[config.mk]
export PLATFORM = sky130hd
export DESIGN_NAME = manchester_bit_decoder_unit
export DESIGN_NICKNAME = d
export VERILOG_FILES = /design/src/hdl/mbd_pkg.sv /design/src/hdl/manchester_bit_decoder_unit.sv /design/src/hdl/mbd_step.sv
export SDC_FILE = /design/constraint.sdc
export NUM_CORES = 1
export LEC_CHECK = 0
export BUFFER_PORTS_ARGS = -buffer_cell sky130_fd_sc_hd__buf_4
export CAP_MARGIN = 20
export CELL_PAD_IN_SITES_DETAIL_PLACEMENT = 0
export CELL_PAD_IN_SITES_GLOBAL_PLACEMENT = 1
export CORE_MARGIN = 10
export CORE_UTILIZATION = 39
export CTS_CLUSTER_SIZE = 16
export DETAILED_ROUTE_END_ITERATION = 16
export HOLD_SLACK_MARGIN = 0.06
export PLACE_DENSITY = 0.73
export RECOVER_POWER = 50
export SLEW_MARGIN = 10
export SYNTH_ARGS = -nofsm -noshare
export SYNTH_HDL_FRONTEND = slang
export SYNTH_SLANG_ARGS = --single-unit
[constraint.sdc]
create_clock -name clk -period 16 [get_ports clk]
set_input_delay 3.2 -clock clk [delete_from_list [all_inputs] [get_ports clk]]
set_output_delay 3.2 -clock clk [all_outputs]
set_load 0.1 [all_outputs]
[src/hdl/mbd_pkg.sv]
// Package for the Manchester bit decoder.
// Holds the item, result and configuration types and the status, phase and register codes.
// Used by mbd_step and manchester_bit_decoder_unit; depends on nothing.
package mbd_pkg;

	localparam int TICK_COUNTER_BITS_DEF = 16;
	localparam int CFG_DATA_BITS = 16;
	localparam int CFG_INDEX_BITS = 3;

	// register indexes
	localparam logic [CFG_INDEX_BITS-1:0] CFG_CARRIER_PERIOD = 3'd0;
	localparam logic [CFG_INDEX_BITS-1:0] CFG_BIT_COUNT = 3'd1;
	localparam logic [CFG_INDEX_BITS-1:0] CFG_MSB_FIRST = 3'd2;
	localparam logic [CFG_INDEX_BITS-1:0] CFG_PREAMBLE_EDGES = 3'd3;
	localparam logic [CFG_INDEX_BITS-1:0] CFG_PREAMBLE_TIMEOUT = 3'd4;
	localparam logic [CFG_INDEX_BITS-1:0] CFG_BIT_TIMEOUT = 3'd5;

	// register reset values
	localparam logic [7:0] CARRIER_PERIOD_RST = 8'd32;
	localparam logic [7:0] BIT_COUNT_RST = 8'd72;
	localparam logic MSB_FIRST_RST = 1'b1;
	localparam logic [4:0] PREAMBLE_EDGES_RST = 5'd16;
	localparam logic [15:0] PREAMBLE_TIMEOUT_RST = 16'd65535;
	localparam logic [15:0] BIT_TIMEOUT_RST = 16'd65535;

	// accepted bit periods
	localparam logic [7:0] PERIOD_16 = 8'd16;
	localparam logic [7:0] PERIOD_32 = 8'd32;
	localparam logic [7:0] PERIOD_40 = 8'd40;
	localparam logic [7:0] PERIOD_64 = 8'd64;

	// status codes
	localparam logic [2:0] ST_IDLE = 3'd0;
	localparam logic [2:0] ST_BUSY = 3'd1;
	localparam logic [2:0] ST_DONE = 3'd2;
	localparam logic [2:0] ST_PRE_TIMEOUT = 3'd3;
	localparam logic [2:0] ST_DECODE_ERR = 3'd4;
	localparam logic [2:0] ST_BAD_PERIOD = 3'd5;

	typedef enum logic [7:0] {
		PH_IDLE = 8'b0000_0001,
		PH_WAIT_LOW = 8'b0000_0010,
		PH_PREAMBLE = 8'b0000_0100,
		PH_REF = 8'b0000_1000,
		PH_FRONT = 8'b0001_0000,
		PH_BEHIND = 8'b0010_0000,
		PH_BIT_OK = 8'b0100_0000,
		PH_FINISHED = 8'b1000_0000
	} phase_t;

	typedef struct packed {
		logic cmd;
		logic level;
	} item_t;

	typedef struct packed {
		logic bit_valid;
		logic bit_value;
		logic [7:0] bit_index;
		logic [2:0] bit_position;
		logic [2:0] status;
	} result_t;

	typedef struct packed {
		logic [7:0] carrier_period;
		logic [7:0] bit_count;
		logic msb_first;
		logic [4:0] preamble_edges;
		logic [15:0] preamble_timeout;
		logic [15:0] bit_timeout;
	} cfg_t;

endpackage

[src/hdl/manchester_bit_decoder_unit.sv]
// Top level of the Manchester bit decoder: configuration registers, input and result stages.
// Instantiates mbd_step; depends on mbd_pkg.
//
// Usage:
//  Input channel (item_valid, item_stall, item): one item per timer tick of 0.5 us, or a
//  start command (cmd = 1) that arms a reception. Result channel (result_valid,
//  result_stall, result): exactly one result per item, in order, carrying a decoded bit
//  when one completes on that tick and the current status.
//  A result passes through the input stage and the state update into the result stage;
//  throughput is one item per cycle while the receiver does not stall, set by the
//  state update between the input and result stages.
//  Configuration is written through cfg_write/cfg_index/cfg_data while no reception is
//  in flight; indexes past the last register are ignored.
//  Reset clears the decoder to idle with status idle and loads the register defaults.
//  When the receiver stalls, the result stage holds and the input stage holds its item;
//  item_stall rises only once both stages are full.
module manchester_bit_decoder_unit import mbd_pkg::*; #(
	parameter int TICK_COUNTER_BITS = TICK_COUNTER_BITS_DEF
) (
	input logic clk,
	input logic arst_n,
	input logic item_valid,
	output logic item_stall,
	input item_t item,
	output logic result_valid,
	input logic result_stall,
	output result_t result,
	input logic cfg_write,
	input logic [CFG_INDEX_BITS-1:0] cfg_index,
	input logic [CFG_DATA_BITS-1:0] cfg_data
);

	cfg_t cfg_q;
	item_t item_s1;
	logic valid_s1;
	result_t result_s2;
	logic valid_s2;
	result_t step_result;
	logic go;

	assign go = valid_s1 && (!valid_s2 || !result_stall);
	assign item_stall = valid_s1 && valid_s2 && result_stall;
	assign result_valid = valid_s2;
	assign result = result_s2;

	always_ff @(posedge clk or negedge arst_n) begin
		if (!arst_n) begin
			cfg_q.carrier_period <= CARRIER_PERIOD_RST;
			cfg_q.bit_count <= BIT_COUNT_RST;
			cfg_q.msb_first <= MSB_FIRST_RST;
			cfg_q.preamble_edges <= PREAMBLE_EDGES_RST;
			cfg_q.preamble_timeout <= PREAMBLE_TIMEOUT_RST;
			cfg_q.bit_timeout <= BIT_TIMEOUT_RST;
		end else if (cfg_write) begin
			unique case (cfg_index)
				CFG_CARRIER_PERIOD: cfg_q.carrier_period <= cfg_data[7:0];
				CFG_BIT_COUNT: cfg_q.bit_count <= cfg_data[7:0];
				CFG_MSB_FIRST: cfg_q.msb_first <= cfg_data[0];
				CFG_PREAMBLE_EDGES: cfg_q.preamble_edges <= cfg_data[4:0];
				CFG_PREAMBLE_TIMEOUT: cfg_q.preamble_timeout <= cfg_data;
				CFG_BIT_TIMEOUT: cfg_q.bit_timeout <= cfg_data;
				default: begin
				end
			endcase
		end
	end

	always_ff @(posedge clk or negedge arst_n) begin
		if (!arst_n) begin
			valid_s1 <= 1'b0;
		end else if (item_valid && !item_stall) begin
			valid_s1 <= 1'b1;
		end else if (go) begin
			valid_s1 <= 1'b0;
		end
	end

	always_ff @(posedge clk) begin
		if (item_valid && !item_stall) begin
			item_s1 <= item;
		end
	end

	mbd_step #(
		.TICK_COUNTER_BITS(TICK_COUNTER_BITS)
	) u_step (
		.clk(clk),
		.arst_n(arst_n),
		.step(go),
		.item(item_s1),
		.cfg(cfg_q),
		.result(step_result)
	);

	always_ff @(posedge clk or negedge arst_n) begin
		if (!arst_n) begin
			valid_s2 <= 1'b0;
		end else if (go) begin
			valid_s2 <= 1'b1;
		end else if (!result_stall) begin
			valid_s2 <= 1'b0;
		end
	end

	always_ff @(posedge clk) begin
		if (go) begin
			result_s2 <= step_result;
		end
	end

`ifndef NO_ASSERTIONS
	a_bit_while_busy: assert property (@(posedge clk) disable iff (!arst_n)
		valid_s2 && result_s2.bit_valid |-> result_s2.status == ST_BUSY)
		else $error("bit emitted outside a busy reception");

	a_no_bit_fields_zero: assert property (@(posedge clk) disable iff (!arst_n)
		valid_s2 && !result_s2.bit_valid |->
		result_s2.bit_value == 1'b0 && result_s2.bit_index == '0 &&
		result_s2.bit_position == '0)
		else $error("bit fields set without a bit");

	a_position_match: assert property (@(posedge clk) disable iff (!arst_n)
		valid_s2 && result_s2.bit_valid |->
		result_s2.bit_position == result_s2.bit_index[2:0] ||
		result_s2.bit_position == ~result_s2.bit_index[2:0])
		else $error("bit position does not follow bit index");

	a_result_from_stage: assert property (@(posedge clk) disable iff (!arst_n)
		$rose(valid_s2) |-> $past(valid_s1))
		else $error("result without an item in the input stage");
`endif

endmodule

[src/hdl/mbd_step.sv]
// Decoder state and per-item update logic of the Manchester bit decoder.
// Holds the reception state and computes one result per item from it.
// Depends on mbd_pkg.
module mbd_step import mbd_pkg::*; #(
	parameter int TICK_COUNTER_BITS = TICK_COUNTER_BITS_DEF
) (
	input logic clk,
	input logic arst_n,
	input logic step,
	input item_t item,
	input cfg_t cfg,
	output result_t result
);

	localparam int W = TICK_COUNTER_BITS;
	localparam int CW = (W > 16) ? W : 16;
	localparam logic [W-1:0] TICK_MAX = {W{1'b1}};

	phase_t phase_q, phase_nxt;
	logic [W-1:0] elapsed_q, elapsed_nxt;
	logic [W-1:0] edge_time_q, edge_time_nxt;
	logic ref_level_q, ref_level_nxt;
	logic last_level_q, last_level_nxt;
	logic [4:0] edges_q, edges_nxt;
	logic [7:0] bits_q, bits_nxt;
	logic [2:0] status_q, status_nxt;

	logic [8:0] eighth;
	logic [CW-1:0] t_ext, pre_to, bit_to, ref_time, limit_time, next_time, eighth_ext;
	logic [W-1:0] t;
	logic [CW-1:0] since_edge;
	logic period_ok;
	logic [4:0] edges_inc;
	logic [7:0] bits_inc;

	assign eighth = {cfg.carrier_period, 1'b0};
	assign t = (elapsed_q == TICK_MAX) ? elapsed_q : elapsed_q + 1'b1;
	assign t_ext = CW'(t);
	assign pre_to = CW'(cfg.preamble_timeout);
	assign bit_to = CW'(cfg.bit_timeout);
	assign ref_time = CW'({eighth, 1'b0});
	assign limit_time = CW'({eighth, 3'b000});
	assign next_time = CW'({eighth, 2'b00});
	assign eighth_ext = CW'(eighth);
	assign since_edge = CW'(t - edge_time_q);
	assign period_ok = (cfg.carrier_period == PERIOD_16) || (cfg.carrier_period == PERIOD_32) ||
		(cfg.carrier_period == PERIOD_40) || (cfg.carrier_period == PERIOD_64);
	assign edges_inc = edges_q + 5'd1;
	assign bits_inc = bits_q + 8'd1;

	always_comb begin
		phase_nxt = phase_q;
		elapsed_nxt = elapsed_q;
		edge_time_nxt = edge_time_q;
		ref_level_nxt = ref_level_q;
		last_level_nxt = last_level_q;
		edges_nxt = edges_q;
		bits_nxt = bits_q;
		status_nxt = status_q;
		result = '0;

		if (item.cmd) begin
			elapsed_nxt = '0;
			edge_time_nxt = '0;
			ref_level_nxt = 1'b0;
			last_level_nxt = 1'b0;
			edges_nxt = '0;
			bits_nxt = '0;
			if (period_ok) begin
				phase_nxt = PH_WAIT_LOW;
				status_nxt = ST_BUSY;
			end else begin
				phase_nxt = PH_FINISHED;
				status_nxt = ST_BAD_PERIOD;
			end
		end else begin
			unique case (phase_q)
				PH_IDLE, PH_FINISHED: begin
				end
				PH_WAIT_LOW, PH_PREAMBLE: begin
					elapsed_nxt = t;
					priority if (t_ext > pre_to) begin
						phase_nxt = PH_FINISHED;
						status_nxt = ST_PRE_TIMEOUT;
					end else if (phase_q == PH_WAIT_LOW) begin
						if (!item.level) begin
							last_level_nxt = 1'b0;
							if (cfg.preamble_edges == '0) begin
								elapsed_nxt = '0;
								if (bits_q >= cfg.bit_count) begin
									phase_nxt = PH_FINISHED;
									status_nxt = ST_DONE;
								end else begin
									phase_nxt = PH_REF;
								end
							end else begin
								phase_nxt = PH_PREAMBLE;
							end
						end
					end else if (item.level != last_level_q) begin
						last_level_nxt = item.level;
						edges_nxt = edges_inc;
						if (edges_inc == cfg.preamble_edges) begin
							elapsed_nxt = '0;
							if (bits_q >= cfg.bit_count) begin
								phase_nxt = PH_FINISHED;
								status_nxt = ST_DONE;
							end else begin
								phase_nxt = PH_REF;
							end
						end
					end
				end
				PH_REF, PH_FRONT, PH_BEHIND, PH_BIT_OK: begin
					elapsed_nxt = t;
					priority if (t_ext > bit_to) begin
						phase_nxt = PH_FINISHED;
						status_nxt = ST_DECODE_ERR;
					end else if (phase_q == PH_REF) begin
						if (t_ext >= ref_time) begin
							ref_level_nxt = item.level;
							phase_nxt = PH_FRONT;
						end
					end else if (phase_q == PH_FRONT) begin
						priority if (t_ext >= limit_time) begin
							phase_nxt = PH_FINISHED;
							status_nxt = ST_DECODE_ERR;
						end else if (item.level != ref_level_q) begin
							edge_time_nxt = t;
							phase_nxt = PH_BEHIND;
						end else begin
						end
					end else if (phase_q == PH_BEHIND) begin
						if (since_edge >= eighth_ext) begin
							if (item.level != ref_level_q) begin
								result.bit_valid = 1'b1;
								result.bit_value = item.level;
								result.bit_index = bits_q;
								result.bit_position = cfg.msb_first ? ~bits_q[2:0] : bits_q[2:0];
								phase_nxt = PH_BIT_OK;
							end else begin
								phase_nxt = PH_FINISHED;
								status_nxt = ST_DECODE_ERR;
							end
						end
					end else begin
						if (since_edge >= next_time) begin
							bits_nxt = bits_inc;
							elapsed_nxt = '0;
							if (bits_inc >= cfg.bit_count) begin
								phase_nxt = PH_FINISHED;
								status_nxt = ST_DONE;
							end else begin
								phase_nxt = PH_REF;
							end
						end
					end
				end
				default: begin
				end
			endcase
		end

		result.status = status_nxt;
	end

	always_ff @(posedge clk or negedge arst_n) begin
		if (!arst_n) begin
			phase_q <= PH_IDLE;
			elapsed_q <= '0;
			edge_time_q <= '0;
			ref_level_q <= 1'b0;
			last_level_q <= 1'b0;
			edges_q <= '0;
			bits_q <= '0;
			status_q <= ST_IDLE;
		end else if (step) begin
			phase_q <= phase_nxt;
			elapsed_q <= elapsed_nxt;
			edge_time_q <= edge_time_nxt;
			ref_level_q <= ref_level_nxt;
			last_level_q <= last_level_nxt;
			edges_q <= edges_nxt;
			bits_q <= bits_nxt;
			status_q <= status_nxt;
		end
	end

endmodule
==> run summary, run 1 <==
### Outcome
• outcome: finished with violations
• violations in the final reports: capacitance limit, slew limit

### Route
• remaining antenna violation count after routing: 0
• Vias/cell: 5.47
• total via count after detailed routing: 7551
• Iteration-0 DRC Markers: 608
• average wire per standard cell: 17.8 um
• DRC viols: 0
• detailed-router iteration count before antenna repair: 5
• Total Routed Length: 24600 um

### Worst setup path
• critical path peak fanout: 62
• Bufs and invs on worst path: 2
• CP cell instances: clkbuf_1 -> clkbuf_1
• startpoint kind of the worst setup timing path: input port
• Most common cell on crit path: clkbuf_1
• data required time at the worst endpoint: 15.74 ns
• cell with the largest stage delay on the worst path: clkbuf_1
• Reg2Reg Launch Point: u_step.elapsed_q[0]$_DFFE_PN0P_
• Critical Path Max Stage Delay: 2.57 ns
• Register-to-Register Setup Slack: 8.97 ns
• family with the most delay on the worst path: buffers and inverters
• path type of the worst setup path: input port to asynchronous set/reset pin
• Data arrival, critical path: 7.82 ns
• launching instance or port of the critical path: arst_n
• Setup crit end kind: asynchronous set/reset pin

### Clock tree
• H-Tree Depth: 4
• Bufs on Longest Clock Path: 2
• total setup buffers inserted after CTS: 0
• clock transition at the registers of the reported paths: 0.06 ns
• CTS tree: built
• post-cts repair resize count: 0
• total CTS buffers: 17
• insertion delay of the later-clocked pin in the worst-skew pair: 0.43 ns
• root cell of the clock tree: clkbuf_16
• hold bufs inserted after CTS: 0
• number of sinks handled by clock tree synthesis: 132

### GRT
• overflow left after global routing: 0
• first-pass GRT wire length: 40000 um
• global-route track usage on met2: 26.0%
• grt peak-use layer: met2
• pin count of the biggest net entering global routing: 63
• fraction of met3 tracks used by global routing: 3.06%
• via count of the first global-routing pass: 7263
• number of antenna violations at the first check in global routing: 0
• overall routing resource usage: 16.3%
• fraction of met1 tracks used by global routing: 22.1%

### Synth
• post-synth top area share: 20.5%
• Synth Area in Simple Gates: 17.2%
• Synth Flop Type: dfrtp_1
• largest family of logic cells by synthesized area: compound AO/OA/AOI/OAI gates
• mux contribution to synthesized area: 5.12%
• summed instance area of the synthesized netlist: 9280 um2
• cell count after synthesis: 1003
• number of synthesized flops with an enable pin: 18
• cells taking the most area after synthesis: dfrtp_1 20%, ha_1 13%, dfstp_2 11%
• Yosys cell types: 77
• syn nets: 1128
• post-synthesis sequential area ratio: 37.1%
• synth cell count leaders: 98 x ha_1, 93 x inv_1, 89 x nand2_1, 76 x dfrtp_1, 70 x o21ai_0
• adder and majority cell fraction of the synthesized area: 13.4%
• proportion of synthesized flip-flops having asynchronous set or reset: 86.4%
• post-synthesis average cell area: 9.25 um2
• largest area contributor in the synthesized netlist: dfrtp_1
• post-synthesis xor/xnor area fraction: 3.68%
• flops & latches, synth: 132
• compound-cell area share of the yosys netlist: 18.3%
• most frequently used cell type in the post-synthesis netlist: ha_1
• count of synthesis-stage warnings from yosys: 0

### Floorplan
• initial core utilization: 39.5%
• placement row count: 56
• # IOs: 44
• Die Area: 30400 um2
• Die Width: 174 um
• core outline area: 23500 um2
• die height: 174 um

### STA
• fin crit period: 8.08 ns
• final count of pins violating max slew: 146
• post-layout worst setup margin: 7.92 ns
• Slew headroom: -132%
• # setup viols final: 0
• post-route clock period utilization: 50.5%
• number of hold violations in the final report: 0
• unrepaired setup endpoints after global routing: no
• max frequency: 124 MHz
• measured slew at the worst slew-check pin: 3.48 ns
• Post-Route Skew: 0.0130 ns
• setup TNS: 0 ns

### Placed design
• Setup WS pre-CTS: 9.06 ns
• Final HPWL DP: 18400 um
• IO buf count: 43
• final estimated routing congestion in global placement: 0.885

### Cells and area
• final-stage net count: 1173
• layout overhead on the synthesized area: 12.6%
• share of the core filled with cells in the final layout: 44.5%
• share of cells above drive strength 1: 13.2%
• diode count: 0

### Power
• leakage power figure: 0.00470 uW
• Net Sw Frac: 40.7%
• reported net switching power: 637 uW
• largest voltage drop on the vdd net: 0.0707 mV
• Reg power frac: 29.6%
• Pwr per Cell Area: 150 nW/um2
• clock power share: 24.9%
• combinational share of power: 45.5%
• Internal Dissipation: 928 uW

### Flow run
• Max Cap Violations: 3

### Worst hold path
• hold crit path type: flop to flop
• HP Start: u_step.edge_time_q[4]$_DFFE_PN0P_

==> metal layers <==
layer | wire length (um) | vias up | share of wire [%]
met5 | 0 | - | 0
met4 | 449 | 0 | 1.8
met3 | 1070 | 27 | 4.4
met2 | 11300 | 169 | 46
met1 | 11700 | 3611 | 48
li1 | - | 3744 | -
==> final timing paths <==
kind	cells past startpoint	to
worst max register to register	22	u_step.elapsed_q[6]$_DFFE_PN0P_
min in group asynchronous	1	u_step.bits_q[1]$_DFFE_PN0P_
worst max-delay path	2	u_step.elapsed_q[14]$_DFFE_PN0P_
max in group clk	22	u_step.elapsed_q[6]$_DFFE_PN0P_
worst min-delay path	1	u_step.edge_time_q[4]$_DFFE_PN0P_
worst min register to register	1	u_step.edge_time_q[4]$_DFFE_PN0P_
==> kinds of logic (layout without fill, tap and decap cells) <==
| group | count (synthesis) | after routing |
|---|---|---|
| AND/OR/NAND/NOR | 311 | 311 |
| AO/OA/AOI/OAI | 256 | 256 |
| flip-flops | 132 | 132 |
| buffers and inverters | 123 | 181 |
| adder cells (fa/ha/maj) | 99 | 99 |
| multiplexers | 43 | 43 |
| XOR/XNOR | 39 | 39 |
==> power by group through the flow <==
stage	combinational, uW	sequential [uW]	clock, uW
floorplan	524	474	0
global placement	701	467	0
detailed placement	711	468	0
CTS	715	463	396
global route	812	472	411
finish	712	463	390
==> stage by stage <==
stage	cells	cell area, um2	hold slack (ns)	power [uW]
finish	1380	10400	0.486	1570
global route	1380	10400	0.504	1700
CTS	1380	10500	0.489	1570
detailed placement	1348	9970	0.476	1180
global placement	1348	9970	0.469	1170
floorplan	1003	9280	0.457	998
==> cell type report <==
cell class	count	area, um2
multi-input cells	748	5360
clock buffers	21	460
repair buffers	55	323
fillers	2291	13000
flip-flops and latches	132	3440
clock inverters	11	114
inverters	94	353
well taps	319	399
==> state kept, by name, indices dropped and copies added, names as in the netlist <==
signal and count:
u_step.edges_q 5, cfg_q 54, u_step.status_q 3, valid_s1 1, result_valid 1, u_step.phase_q 8
u_step.last_level_q 1, item_s1 2, u_step.bits_q 8, u_step.edge_time_q 16, result 16, u_step.ref_level_q 1
u_step.elapsed_q 16
==> placed cells by master (no fill, tap or decap), types with 6 or more instances in the layout <==
master,count
nand2_1,89
o21a_1,16
a21boi_0,6
clkbuf_16,17
edfxtp_1,18
nor2_1,51
and4_1,6
nand3_1,35
clkbuf_1,26
nor2b_1,11
o21ai_0,70
xnor2_1,21
dfrtp_1,76
o211ai_1,11
buf_4,29
o22ai_1,7
and3_1,17
nand2b_1,15
and2_1,11
a21o_1,11
xor2_1,18
or4_1,7
nor3_1,18
mux2_1,6
a22o_1,12
a211oi_1,11
a21oi_1,54
mux2i_1,7
mux2_2,30
dfstp_2,38
inv_1,93
nand4_1,19
nor4_1,9
a31oi_1,7
ha_1,98
==> worst reg2reg max path: stages, from the launching register on <==
cell and delay, ns:
dfrtp_1 0.49, ha_1 0.33, nand4_1 0.21, or4_1 0.60
o2111ai_1 0.47, xor2_1 0.35, inv_1 0.19, ha_1 0.44
o211ai_1 0.11, a21o_1 0.19, and2_1 0.18, o21ai_0 0.19
xor2_1 0.24, ha_1 0.27, o21a_1 0.17, o21a_1 0.16
o22ai_1 0.14, a21oi_1 0.05, nor4_1 0.65, a211oi_1 0.19
buf_4 0.24, nor4_2 0.85, a22o_1 0.27
(Power assumes the default switching activity.)
==> run 2: changes to the inputs <==
- clock period: 16 -> 8.2 ns (I/O delays scaled with it)
==> run 2 against run 1 <==
The flow still finishes with violations (capacitance limit, slew limit). Non-clock buffer count did not move. Utilization rose by 0.45 points. Clock-buffer cell count rose by 1. Largest cell class unchanged. Sequential share of layout area fell by 0.33 points. First-iteration DRC count fell by 13%. Worst setup slack got worse by 6.4 ns. Combinational power rose by 97%. Global-route usage rose by 0.25 points. Critical endpoint is now u_step.elapsed_q[6]$_DFFE_PN0P_. Worst hold slack got worse by 0.0015 ns.
==> run summary, run 2 (synthesized netlist as in run 1, its figures left out) <==
### Placed design
• Placement Cell Area: 9970 um2, unchanged
• Final HPWL DP: 18900 um, was 18400 um
• IO buf count: 43, unchanged
• final estimated routing congestion in global placement: 0.883, was 0.885
• Cells after DPL: 1348, unchanged

### STA
• max frequency: 150 MHz
• fin crit period: 6.67 ns
• Slew headroom: -126%, was -132%
• measured slew at the worst slew-check pin: 3.38 ns, was 3.48 ns
• setup TNS: 0 ns, unchanged
• number of hold violations in the final report: 0, unchanged
• unrepaired setup endpoints after global routing: no, unchanged
• post-route clock period utilization: 81.3%
• Post-Route Skew: 0.0148 ns, was 0.0130 ns
• final count of pins violating max slew: 146, unchanged
• # setup viols final: 0, unchanged

### GRT
• overflow left after global routing: 0, unchanged
• first-pass GRT wire length: 40300 um, was 40000 um
• number of antenna violations at the first check in global routing: 0, unchanged
• pin count of the biggest net entering global routing: 66, was 63
• via count of the first global-routing pass: 7452, was 7263
• overall routing resource usage: 16.6%, was 16.3%

### Route
• average wire per standard cell: 18.0 um, was 17.8 um
• total via count after detailed routing: 7504, was 7551
• Vias/cell: 5.44, was 5.47
• detailed-router iteration count before antenna repair: 5, unchanged
• DRC viols: 0, unchanged
• Iteration-0 DRC Markers: 529, was 608
• remaining antenna violation count after routing: 0, unchanged
• Total Routed Length: 24800 um, was 24600 um

### Clock tree
• insertion delay of the later-clocked pin in the worst-skew pair: 0.43 ns, about the same
• CTS tree: built, unchanged
• total CTS buffers: 17, unchanged
• total setup buffers inserted after CTS: 0, unchanged
• root cell of the clock tree: clkbuf_16, unchanged
• post-cts repair resize count: 0, unchanged
• number of sinks handled by clock tree synthesis: 132, unchanged
• hold bufs inserted after CTS: 0, unchanged
• Bufs on Longest Clock Path: 2, unchanged
• H-Tree Depth: 4, unchanged
• clock transition at the registers of the reported paths: 0.06 ns, about the same

### Floorplan
• placement row count: 56, unchanged
• initial core utilization: 39.5%, unchanged
• die height: 174 um, unchanged
• # IOs: 44, unchanged
• core outline area: 23500 um2, unchanged
• Die Width: 174 um, unchanged
• Die Area: 30400 um2, unchanged

### Worst hold path
• hold crit path type: flop to flop, unchanged

### Worst setup path
• Data arrival, critical path: 7.04 ns, was 7.82 ns
• Setup crit end kind: flop, was asynchronous set/reset pin
• family with the most delay on the worst path: simple AND/OR/NAND/NOR gates, was buffers and inverters
• cell with the largest stage delay on the worst path: nor4_2, was clkbuf_1
• startpoint kind of the worst setup timing path: flop, was input port
• data required time at the worst endpoint: 8.57 ns, was 15.74 ns
• critical path peak fanout: 13, was 62
• CP cell instances: ha_1 -> nand4_1 -> or4_1 -> o2111ai_1 -> xor2_1 -> inv_1 -> ha_1 -> o211ai_1 -> a21o_1 -> and2_1 -> o21ai_0 -> xor2_1 -> ha_1 -> o21a_1 -> o21a_1 -> o22ai_1 -> a21oi_1 -> nor4_1 -> a211oi_1 -> buf_4 -> nor4_2 -> a22o_1, was clkbuf_1 -> clkbuf_1
• Bufs and invs on worst path: 2, unchanged
• path type of the worst setup path: flop to flop, was input port to asynchronous set/reset pin
• Critical Path Max Stage Delay: 0.63 ns, was 2.57 ns
• Most common cell on crit path: ha_1, was clkbuf_1

### Power
• Pwr per Cell Area: 294 nW/um2, was 150 nW/um2
• leakage power figure: 0.00478 uW, was 0.00470 uW
• largest voltage drop on the vdd net: 0.116 mV, was 0.0707 mV

### Cells and area
• final-stage net count: 1173, unchanged
• largest register by flop count: cfg_q, unchanged
• post-layout instance area: 10600 um2, was 10400 um2
• share of cells above drive strength 1: 15.0%, was 13.2%
• top library cells by usage in the layout, fill and taps aside: 98 x ha_1, 93 x inv_1, 89 x nand2_1, unchanged
• flip-flop count of the largest register after layout: 54, unchanged
• leading cell type in the layout, fill and taps excluded: ha_1, unchanged
• number of standard cells in the final layout excluding fillers: 1380, unchanged
• layout overhead on the synthesized area: 13.7%, was 12.6%
• diode count: 0, unchanged

### Flow run
• Max Cap Violations: 3, unchanged

### Outcome
• outcome: finished with violations, unchanged
• violations in the final reports: capacitance limit, slew limit, unchanged

run 2: cell type report:
type / instances / area, um2
Timing Repair Buffer: 55 / 390
Sequential cell: 132 / 3440
Multi-Input combinational cell: 748 / 5360
Inverter: 94 / 353
Fill cell: 2286 / 12900
Clock inverter: 10 / 116
Clock buffer: 22 / 495
Tap cell: 319 / 399
run 2: layer usage:
metal | vias to the layer above | routed length (um) | global-route usage, %
met3 | 31 | 896 | 3.55
met5 | - | 0 | 0
li1 | 3747 | - | -
met2 | 120 | 11600 | 27.2
met1 | 3606 | 11700 | 21.0
met4 | 0 | 650 | 5.91
run 2: worst paths after layout:
check,to,from,slack (ns),cells after the start
setup / recovery,u_step.elapsed_q[6]$_DFFE_PN0P_,u_step.elapsed_q[0]$_DFFE_PN0P_,1.53,22
min in group asynchronous,u_step.bits_q[1]$_DFFE_PN0P_,arst_n,2.11,1
hold / removal,result_valid$_DFFE_PN0P_,valid_s1$_DFFE_PN0P_,0.48,1
max in group asynchronous,u_step.edge_time_q[0]$_DFFE_PN0P_,arst_n,1.79,2
setup reg to reg,u_step.elapsed_q[6]$_DFFE_PN0P_,u_step.elapsed_q[0]$_DFFE_PN0P_,1.53,22
hold reg to reg,result_valid$_DFFE_PN0P_,valid_s1$_DFFE_PN0P_,0.48,1
run 2: report_power, final:
| group | leakage, uW | switching (uW) | internal, uW |
|---|---|---|---|
| Clock | 0.000302 | 302 | 491 |
| Sequential | 0.00156 | 97.4 | 805 |
| Combinational | 0.00292 | 828 | 572 |
| Total | 0.00478 | 1230 | 1870 |
run 2: stage by stage:
step	utilization, %	hold WS, ns	worst slack [ns]	power, uW
2_1_floorplan	-	0.457	2.83	1950
3_3_place_gp	42.5	0.474	1.67	2290
3_5_place_dp	42.5	0.478	1.60	2300
4_1_cts	45.1	0.491	1.55	3110
5_1_grt	44.9	0.501	0.606	3350
6_report	44.9	0.484	1.53	3100
